### config.mk
export PLATFORM = sky130hd
export DESIGN_NAME = tli_front
export DESIGN_NICKNAME = d
export VERILOG_FILES = /design/src/hw/rtl/tli_pkg.sv /design/src/hw/rtl/tli_front.sv
export SDC_FILE = /design/constraint.sdc
export NUM_CORES = 1
export LEC_CHECK = 0
export ABC_AREA = 1
export BUFFER_PORTS_ARGS = -buffer_cell sky130_fd_sc_hd__buf_2
export CORE_MARGIN = 2
export CORE_UTILIZATION = 46
export DETAILED_ROUTE_END_ITERATION = 16
export PLACE_DENSITY_LB_ADDON = 0.12
export SLEW_MARGIN = 20
export SYNTH_ARGS = -nofsm -noshare
export SYNTH_HDL_FRONTEND = slang
export SYNTH_SLANG_ARGS = --single-unit
### constraint.sdc
create_clock -name aclk -period 4.7 [get_ports aclk]
set_input_delay 0.705 -clock aclk [delete_from_list [all_inputs] [get_ports aclk]]
set_output_delay 0.705 -clock aclk [all_outputs]
set_load 0.02 [all_outputs]
### src/hw/rtl/tli_pkg.sv
`timescale 1ns / 1ps
`default_nettype none
// ----------------------------------------------------------------------------
// tli_pkg
// Shared constants, item codes and command types of the table interpolator.
// ----------------------------------------------------------------------------
package tli_pkg;

    localparam int TABLE_DEPTH_DEF = 64;
    localparam int VALUE_WIDTH_DEF = 32;

    localparam int OP_W  = 2;
    localparam int IDX_W = 6;
    localparam int CFG_W = 7;

    localparam logic [OP_W-1:0] OP_LOAD = 2'd0;
    localparam logic [OP_W-1:0] OP_FWD  = 2'd1;
    localparam logic [OP_W-1:0] OP_INV  = 2'd2;

    localparam logic [CFG_W-1:0] CFG_RESET = 7'd1;

    typedef struct packed {
        logic load;
        logic inv;
    } cmd_ctl_t;

endpackage
`default_nettype wire

### src/hw/rtl/tli_front.sv
`timescale 1ns / 1ps
`default_nettype none
// ----------------------------------------------------------------------------
// tli_front
// Accepts items, classifies them as load, query or drop, and queues commands.
// ----------------------------------------------------------------------------
module tli_front #(
    parameter int TABLE_DEPTH = tli_pkg::TABLE_DEPTH_DEF,
    parameter int VALUE_WIDTH = tli_pkg::VALUE_WIDTH_DEF,
    parameter int AW          = $clog2(TABLE_DEPTH)
) (
    input  wire                          aclk,
    input  wire                          aresetn,
    input  wire                          in_valid,
    output logic                         in_ready,
    input  wire  [tli_pkg::OP_W-1:0]     in_op,
    input  wire  [tli_pkg::IDX_W-1:0]    in_index,
    input  wire  [VALUE_WIDTH-1:0]       in_raw,
    input  wire  [VALUE_WIDTH-1:0]       in_score,
    input  wire  [VALUE_WIDTH-1:0]       in_query,
    output logic                         cmd_valid,
    input  wire                          cmd_ready,
    output tli_pkg::cmd_ctl_t            cmd_ctl,
    output logic [AW-1:0]                cmd_addr,
    output logic [VALUE_WIDTH-1:0]       cmd_a,
    output logic [VALUE_WIDTH-1:0]       cmd_b
);

    tli_pkg::cmd_ctl_t      q_ctl_reg  [2];
    logic [AW-1:0]          q_addr_reg [2];
    logic [VALUE_WIDTH-1:0] q_a_reg    [2];
    logic [VALUE_WIDTH-1:0] q_b_reg    [2];
    logic                   wr_ptr_reg, wr_ptr_next;
    logic                   rd_ptr_reg, rd_ptr_next;
    logic [1:0]             count_reg, count_next;

    logic                   keep;
    tli_pkg::cmd_ctl_t      ctl_in;
    logic [31:0]            idx_ext;
    logic                   push, pop;

    always_comb begin
        idx_ext     = 32'(in_index);
        ctl_in.load = (in_op == tli_pkg::OP_LOAD);
        ctl_in.inv  = (in_op == tli_pkg::OP_INV);
        keep        = ((in_op == tli_pkg::OP_LOAD) && (idx_ext < 32'(TABLE_DEPTH)))
                      || (in_op == tli_pkg::OP_FWD) || (in_op == tli_pkg::OP_INV);
    end

    assign in_ready  = (count_reg != 2'd2);
    assign push      = in_valid && in_ready && keep;
    assign cmd_valid = (count_reg != 2'd0);
    assign pop       = cmd_valid && cmd_ready;

    assign cmd_ctl  = q_ctl_reg[rd_ptr_reg];
    assign cmd_addr = q_addr_reg[rd_ptr_reg];
    assign cmd_a    = q_a_reg[rd_ptr_reg];
    assign cmd_b    = q_b_reg[rd_ptr_reg];

    always_comb begin
        wr_ptr_next = push ? ~wr_ptr_reg : wr_ptr_reg;
        rd_ptr_next = pop  ? ~rd_ptr_reg : rd_ptr_reg;
        count_next  = count_reg + 2'(push) - 2'(pop);
    end

    always_ff @(posedge aclk) begin
        if (!aresetn) begin
            wr_ptr_reg <= 1'b0;
            rd_ptr_reg <= 1'b0;
            count_reg  <= 2'd0;
        end else begin
            wr_ptr_reg <= wr_ptr_next;
            rd_ptr_reg <= rd_ptr_next;
            count_reg  <= count_next;
        end
    end

    always_ff @(posedge aclk) begin
        if (push) begin
            q_ctl_reg[wr_ptr_reg]  <= ctl_in;
            q_addr_reg[wr_ptr_reg] <= idx_ext[AW-1:0];
            q_a_reg[wr_ptr_reg]    <= ctl_in.load ? in_raw : in_query;
            q_b_reg[wr_ptr_reg]    <= in_score;
        end
    end

endmodule
`default_nettype wire

==> results of run 1 <==
-- per-layer routing --
layer / wire length [µm] / track usage, % / share of wire (%) / vias up
met4: 194 / 6.902 / 1.8 / 0
li1: - / - / - / 1537
met3: 674 / 5.098 / 6.4 / 15
met5: 0 / 0 / 0 / -
met1: 4475 / 18.32 / 42 / 1564
met2: 5197 / 26.05 / 49 / 118
-- logic make-up (layout without fill, tap and decap cells) --
group           after synthesis  count (layout)
flops                       149             149
simple gates                 19              19
xor+xnor                      1               1
fa+ha+maj                     1               1
mux                         104             104
compound gates                5               5
buf+inv                      20             225
-- stage by stage --
step	hold slack, ns	instances
floorplan	0.4474	299
global placement	0.4488	644
detailed placement	0.4546	644
CTS	0.4627	676
global route	0.4653	676
finish	0.4696	676
-- layout make-up --
type / count / area [µm²] / area share, %
repair buffers: 184 / 940.9 / 12.49
clock inverters: 13 / 162.7 / 2.160
clock buffers: 19 / 432.9 / 5.748
multi-input cells: 130 / 1318 / 17.49
flip-flops and latches: 149 / 4428 / 58.80
inverters: 9 / 33.78 / 0.4486
well taps: 172 / 215.2 / 2.858
-- power breakdown --
part | switching, mW | internal, mW
Sequential | 0.105 | 1.64
Clock | 0.487 | 0.877
Combinational | 0.485 | 0.369
-- worst max path at each step --
stage              start        endpoint  slack, ns  depth (start not counted)
2_1_floorplan   in_op[0]   q_a_reg[1][0]       0.18                          3
3_3_place_gp    in_op[0]   q_a_reg[0][5]       2.16                          5
3_5_place_dp    in_op[0]  q_a_reg[0][19]       2.07                          5
4_1_cts        flip-flop       cmd_a[13]       1.92                          2
5_1_grt        flip-flop     cmd_addr[3]       1.85                          2
6_report       flip-flop     cmd_addr[3]       1.98                          2
-- placed cells by master, fill, tap and decap left out --
cell type and count:
nor2_4 3, o21ai_1 1, xor2_1 1, nor2_1 5
clkbuf_1 2, o21ai_0 1, buf_2 181, a21oi_1 3
inv_1 9, buf_4 2, ha_1 1, dfxtp_4 1
buf_12 1, nand3_1 2, clkinv_2 7, clkinv_1 2
nand2_1 9, mux2_2 103, dfxtp_1 4, mux2_4 1
clkbuf_16 17, edfxtp_1 144, bufinv_16 4
-- worst max-delay path, cell delays in order (launching register included) --
cell     delay (ns)
dfxtp_4        0.98
mux2_2         0.43
buf_2          0.16
==> flow_summary_export.csv, run 1 <==
group,metric,value,unit
pwr,p_total,3.961,mW
die,initial_core_util,46.79,%
timing,hold_violations,0,
setup_path,start_kind,"flip-flop",
hold_path,hp-class,"flip-flop to flip-flop",
clock_tree,ctsHoldBuffers,0,
die,die_area,13700,µm²
placed_design,gp_congestion,0.6891,
global_routing,grt_pass1_vias,3232,
layout,fill_cells,1016,
yosys,synth_top_area_share,73.53,%
yosys,ys_seq_elements,149,
yosys,seq_area_frac_synth,75.23,%
clock_tree,clock-sinks,149,
yosys,synth_top_family_by_area,"multiplexers",
hold_path,holdPathStages,2,
timing,rsz0062_at_grt,"false",
route,wl_per_cell,15.59,µm
layout,stdcell_area,7531,µm²
placed_design,placed_area,6935,µm²
setup_path,r2r_cells,5,
placed_design,hpwlAfterDp,6837,µm
yosys,synth-xor-area-share,0.1489,%
setup_path,worst-r2r-setup-slack,2.50,ns
route,avgViaCountPerCell,4.784,
setup_path,cp.required,3.99,ns
yosys,yosysMostFrequentCell,"edfxtp_1",
hold_path,hold_start,"rd_ptr_reg",
flow_run,maxCapViolations,0,
clock_tree,post-cts-setup-buffers,0,
layout,syn2layout_area_growth,28.06,%
clock_tree,cts_tree,"yes",
route,wirelength,10540,µm
global_routing,grt_max_degree,73,
route,dr.pass1.iters,4,
timing,worst_pin_slew,0.9558,ns
layout,final_util,59.92,%
timing,slew_headroom,36.13,%
die,row_count,41,
layout,num-nets-final,600,
setup_path,reg2reg_to,"q_ctl_reg[0][0]",
yosys,syn_nets,408,
yosys,synthCells,299,
route,drc,0,
yosys,synth.distinct_cells,16,
yosys,async_reset_ff_share,0,%
yosys,synth_area_leaders,"edfxtp_1 74%, mux2_2 20%, buf_6 1.9%",
die,core_area,12570,µm²
yosys,synth.area.mux_share,19.98,%
timing,fmax,0.3678,GHz
yosys,synth_largest_area_cell,"edfxtp_1",
yosys,synth_commonest_cells,"144 x edfxtp_1, 103 x mux2_2, 10 x buf_6, 9 x inv_1, 9 x nand2_1",
setup_path,critical_path_class,"flip-flop to output port",
status,outcome,"complete, no violations",
yosys,yosysWarnings,0,
route,ant_nets,0,
global_routing,grt_antenna_before_repair,0,
clock_tree,htreeDepth,4,
timing,period_needed,2.719,ns
yosys,yosys.area_share.adder,0.2128,%
route,num_vias,3234,
timing,layout_setup_ws,1.981,ns
yosys,syn_area_per_cell,19.67,µm²
setup_path,crit_path_end_kind,"output port",
timing,slew_violations,0,
yosys,synth_area,5881,µm²
die,fp.dieH,117.1,µm
pwr,peakVddDrop,0.2319,mV
layout,diodes,0,
clock_tree,clk_pin_slew,0.06,ns
die,pin_count,182,
timing,fin_skew,0.004027,ns
layout,layout-drive-gt1-share,63.49,%
global_routing,grt_overflow,0,
clock_tree,ctsRootBufferMaster,"clkbuf_16",
placed_design,dp_slack,2.070,ns
clock_tree,ctsLongestPathBuffers,2,
pwr,p_per_area,525.9,nW/µm²
yosys,synth_flop_cell,"edfxtp_1",
route,drtIter0Drc,149,
pwr,cellLeakagePower,2.888,nW
timing,fin_tns_setup,0,ns
clock_tree,cts_made_buffers,17,
clock_tree,cts_resized,0,
yosys,synth_compound_area_share,0.4255,%
timing,setup_violations,0,
yosys,synth_edf_count,144,
timing,fin_crit_sh,57.85,%
setup_path,r2r-start,"count_reg[0]",
setup_path,path_max_fanout,72,
setup_path,arrival,2.01,ns
global_routing,grt_pass1_wl,15570,µm
yosys,synthSimpleGateAreaFrac,1.383,%
global_routing,grt_usage,15.52,%
placed_design,io_buffers,181,
die,die_x,117.1,µm
clock_tree,clock_latency,0.41,ns
Power figures use the tool's default switching activity.
==> inputs of run 2 (changes only) <==
clock period = 2.2 ns   (was 4.7 ns; I/O delays follow)
==> flow_summary_export.csv, run 2 (same netlist as run 1, synthesis figures left out) <==
group,metric,value,unit
setup_path,r2r_cells,5,
clock_tree,post-cts-setup-buffers,0,
timing,fin_skew,0.005209,ns
hold_path,hold_start,"in_score[17]",
setup_path,path_max_fanout,23,
route,drc,0,
pwr,netSwitchingPower,2.270,mW
global_routing,grt_max_degree,49,
layout,most-common-layout-cells,"181 x buf_2, 144 x edfxtp_1, 103 x mux2_2",
pwr,power_frac_seq,45.1,%
setup_path,cp_slowest_cell,"dfxtp_4",
status,outcome,"complete, no violations",
layout,fill_cells,992,
timing,fmax,0.4934,GHz
timing,fin_crit_sh,92.12,%
die,die_area,13700,µm²
timing,slew_headroom,71.83,%
placed_design,gp_congestion,0.7226,
layout,syn2layout_area_growth,28.30,%
layout,layout-drive-gt1-share,63.58,%
placed_design,io_buffers,181,
clock_tree,ctsLongestPathBuffers,2,
pwr,pwr-share-clk,29.7,%
timing,period_needed,2.027,ns
clock_tree,cts_tree,"yes",
die,fp.dieH,117.1,µm
die,initial_core_util,46.79,%
layout,final_util,60.03,%
pwr,combinationalPowerShare,25.2,%
timing,rsz0062_at_grt,"false",
setup_path,cpPeakStageDelay,0.53,ns
setup_path,start_kind,"flip-flop",
route,wl_per_cell,15.54,µm
hold_path,hp-class,"input pin to flip-flop",
die,row_count,41,
global_routing,grt_pass1_vias,3107,
layout,fin_cells,680,
timing,slew_violations,0,
placed_design,dp_cells,650,
pwr,switching_share,28.25,%
timing,hold-worst-slack,0.1072,ns
clock_tree,ctsRootBufferMaster,"clkbuf_16",
flow_run,maxCapViolations,0,
pwr,peakVddDrop,0.4200,mV
timing,worst_pin_slew,0.4225,ns
route,drtIter0Drc,180,
route,wirelength,10570,µm
setup_path,crit_end,"cmd_addr[2]",
global_routing,grt_antenna_before_repair,0,
global_routing,grt_overflow,0,
setup_path,r2r-start,"count_reg[0]",
die,pin_count,182,
clock_tree,clk_pin_slew,0.05,ns
setup_path,crit_path_end_kind,"output port",
setup_path,cp.required,1.87,ns
clock_tree,clock-sinks,149,
global_routing,grt_pass1_wl,15390,µm
setup_path,arrival,1.70,ns
layout,num-nets-final,606,
clock_tree,htreeDepth,4,
route,num_vias,3189,
pwr,p_int,5.766,mW
setup_path,path_cells,"buf_12, mux2_2, buf_2",
setup_path,worst-r2r-setup-slack,0.62,ns
clock_tree,clock_latency,0.41,ns
clock_tree,ctsHoldBuffers,0,
pwr,cellLeakagePower,2.886,nW
die,die_x,117.1,µm
die,core_area,12570,µm²
setup_path,reg2reg_to,"q_a_reg[0][8]",
layout,diodes,0,
pwr,p_total,8.036,mW
layout,mostFrequentLayoutCell,"buf_2",
placed_design,hpwlAfterDp,7163,µm
timing,setup_violations,0,
setup_path,critical_path_class,"flip-flop to output port",
route,ant_nets,0,
clock_tree,cts_made_buffers,17,
clock_tree,cts_resized,0,
pwr,p_per_area,1065,nW/µm²
global_routing,grt_usage,15.64,%
timing,hold_violations,0,
timing,fin_tns_setup,0,ns
route,avgViaCountPerCell,4.690,
route,dr.pass1.iters,4,
run 2: changes by cell type in the layout (fill, tap and decap cells not counted):
cell | previous run | this run
buf_12 | 1 | 6
buf_4 | 2 | 3
bufinv_16 | 4 | 0
clkbuf_1 | 2 | 5
clkinv_2 | 7 | 6
nand2_1 | 9 | 8
nand2_4 | 0 | 1
nand3_1 | 2 | 1
nand3_4 | 0 | 1
run 2: area by class of cell:
class	count	area [µm²]	share of cell area [%]
clock buffer	22	444.2	5.887
clock inverter	8	37.54	0.4975
inverter	9	33.78	0.4478
multi-input combinational	130	1338	17.73
sequential	149	4428	58.69
tap	172	215.2	2.852
timing repair buffer	190	1049	13.90
run 2: power by group through the flow:
stage	sequential, mW	combinational, mW	clock, mW
6_report	3.63	2.02	2.39
5_1_grt	3.66	2.20	2.57
4_1_cts	3.63	2.06	2.45
3_5_place_dp	3.69	2.05	0
3_3_place_gp	3.67	2.04	0
2_1_floorplan	3.62	1.45	0
run 2: worst min-delay path by stage:
stage,to,slack [ns],depth (start not counted)
2_1_floorplan,count_reg[0],0.42,2
3_3_place_gp,flip-flop,0.45,2
3_5_place_dp,flip-flop,0.46,2
4_1_cts,q_addr_reg[0][0],0.09,1
5_1_grt,q_addr_reg[1][0],0.08,1
6_report,q_b_reg[1][17],0.11,1
run 2: per-layer routing:
layer	up-vias	GRT usage, %	share of wire [%]
li1	1550	-	-
met1	1495	19.56	43
met5	-	0	0
met2	123	24.59	48
met3	21	4.892	6.8
met4	0	8.235	1.9
run 2: per-stage QoR:
stage | worst slack, ns | instance area (µm²)
finish | 0.1734 | 7545
global route | 0.08858 | 7545
CTS | 0.1325 | 7545
detailed placement | 0.5362 | 7063
global placement | 0.5839 | 7063
floorplan | 0.02335 | 5916
run 2: worst max-delay path, delay by kind of cell (launching register included):
family | cells | cell delay [ns]
buf+inv | 2 | 0.39
flops | 1 | 0.53
mux | 1 | 0.37
==> inputs of run 3 (changes only) <==
==> constraint.sdc (replaced) <==
create_clock -name aclk -period 2.2 [get_ports aclk]
set_input_delay 0.22 -clock aclk [delete_from_list [all_inputs] [get_ports aclk]]
set_output_delay 0.22 -clock aclk [all_outputs]
set_load 0.02 [all_outputs]
==> flow_summary_export.csv, run 3 (same netlist as run 1, synthesis figures left out) <==
group,metric,value,unit
timing,fin_skew,0.006287,ns
setup_path,arrival,1.77,ns
setup_path,worst-r2r-setup-slack,0.64,ns
pwr,cellLeakagePower,3.055,nW
route,wirelength,10680,µm
placed_design,hpwlAfterDp,7096,µm
hold_path,holdPathStages,1,
layout,mostFrequentLayoutCell,"buf_2",
global_routing,grt_max_degree,49,
die,core_area,12570,µm²
global_routing,gr-max-usage-layer,"met2",
route,avgViaCountPerCell,4.649,
hold_path,holdPathEnd,"q_addr_reg[0][0]",
setup_path,r2r_cells,5,
placed_design,gp_congestion,0.7370,
route,num_vias,3329,
placed_design,io_buffers,181,
timing,setup_violations,0,
setup_path,cpPeakStageDelay,0.59,ns
global_routing,grt_overflow,0,
layout,num-nets-final,640,
timing,slew_violations,0,
clock_tree,clock_latency,0.41,ns
timing,slew_headroom,71.69,%
clock_tree,post-cts-setup-buffers,0,
timing,fmax,0.5018,GHz
timing,fin_crit_sh,90.58,%
setup_path,reg2reg_to,"q_a_reg[0][10]",
placed_design,placed_area,7030,µm²
layout,syn2layout_area_growth,35.26,%
die,row_count,41,
clock_tree,htreeDepth,4,
setup_path,path_max_fanout,25,
timing,hold-worst-slack,0.01454,ns
clock_tree,ctsRootBufferMaster,"clkbuf_16",
pwr,p_per_area,1062,nW/µm²
setup_path,cp_slowest_cell,"dfxtp_4",
setup_path,critical_path_class,"flip-flop to output port",
global_routing,met2_usage,24.97,%
placed_design,dp_slack,0.6172,ns
global_routing,grt_antenna_before_repair,0,
timing,fin_tns_setup,0,ns
hold_path,hp-class,"input pin to flip-flop",
die,die_area,13700,µm²
clock_tree,ctsLongestPathBuffers,2,
setup_path,start_kind,"flip-flop",
hold_path,hold_start,"in_index[0]",
global_routing,grt_pass1_wl,15870,µm
timing,layout_setup_ws,0.2072,ns
layout,layout-drive-gt1-share,59.74,%
die,initial_core_util,46.79,%
timing,hold_violations,0,
global_routing,grt_pass1_vias,3275,
clock_tree,cts_made_buffers,17,
route,dr.pass1.iters,4,
pwr,p_total,8.449,mW
layout,fill_cells,973,
die,die_x,117.1,µm
layout,stdcell_area,7954,µm²
route,drtIter0Drc,177,
die,fp.dieH,117.1,µm
setup_path,path_cells,"buf_12, mux2_2, buf_2",
route,ant_nets,0,
setup_path,cp.required,1.98,ns
die,pin_count,182,
status,outcome,"complete, no violations",
layout,most-common-layout-cells,"181 x buf_2, 144 x edfxtp_1, 103 x mux2_2",
flow_run,maxCapViolations,0,
clock_tree,clock-sinks,149,
global_routing,use_met3,5.304,%
route,wl_per_cell,14.91,µm
setup_path,r2r-start,"count_reg[0]",
global_routing,grt_usage,15.90,%
pwr,peakVddDrop,0.5392,mV
global_routing,grt.met1_usage,19.90,%
timing,period_needed,1.993,ns
layout,diodes,0,
setup_path,crit_path_end_kind,"output port",
clock_tree,cts_tree,"yes",
clock_tree,clk_pin_slew,0.05,ns
route,drc,0,
timing,rsz0062_at_grt,"false",
timing,worst_pin_slew,0.4247,ns
[run 3: changes by cell type in the layout (fill, tap and decap cells not counted), sizes merged]
cell and delta:
clkbuf -2, dlygate4sd3 +35, clkinv -1, bufinv +3, buf -1, clkinvlp +2
[run 3: worst max path at each step]
stage                             from              to  cells past startpoint
after detailed placement  count_reg[0]  q_a_reg[0][17]                      5
after CTS                    flip-flop        cmd_b[6]                      3
after global routing         flip-flop     cmd_addr[2]                      3
after global placement       flip-flop       cmd_a[17]                      3
after floorplan           count_reg[0]   q_a_reg[1][0]                      4
final                        flip-flop        cmd_b[6]                      3
[run 3: per-layer routing]
layer / vias up / share of wire [%]
met3: 14 / 7.0
met5: - / 0
met4: 0 / 1.7
met1: 1576 / 44
li1: 1617 / -
met2: 122 / 47
[run 3: metrics by stage]
step	utilization, %	instances
after floorplan	-	299
after global placement	55.94	649
after detailed placement	55.94	649
after CTS	63.29	716
after global routing	63.29	716
final	63.29	716
[run 3: worst max-delay path: cells and delay by family (launching register included)]
kind | cells | cell delay, ns
flops | 1 | 0.59
mux | 1 | 0.37
buf+inv | 2 | 0.39
[run 3: power by group]
part	internal [mW]	total [mW]	switching, mW
logic	0.887	2.03	1.14
registers	3.50	3.64	0.140
clock network	1.76	2.78	1.02
[run 3: timing repair]
action,CTS,global route
hold endpoints to repair,70,0
gates resized for setup,0,0
hold buffers,35,0
[run 3: cell type report]
type | instances | area (µm²) | area share [%]
sequential | 149 | 4428 | 55.67
timing repair buffer | 224 | 1366 | 17.18
multi-input combinational | 130 | 1338 | 16.82
clock buffer | 20 | 436.7 | 5.490
tap | 172 | 215.2 | 2.706
clock inverter | 12 | 136.4 | 1.715
inverter | 9 | 33.78 | 0.4247
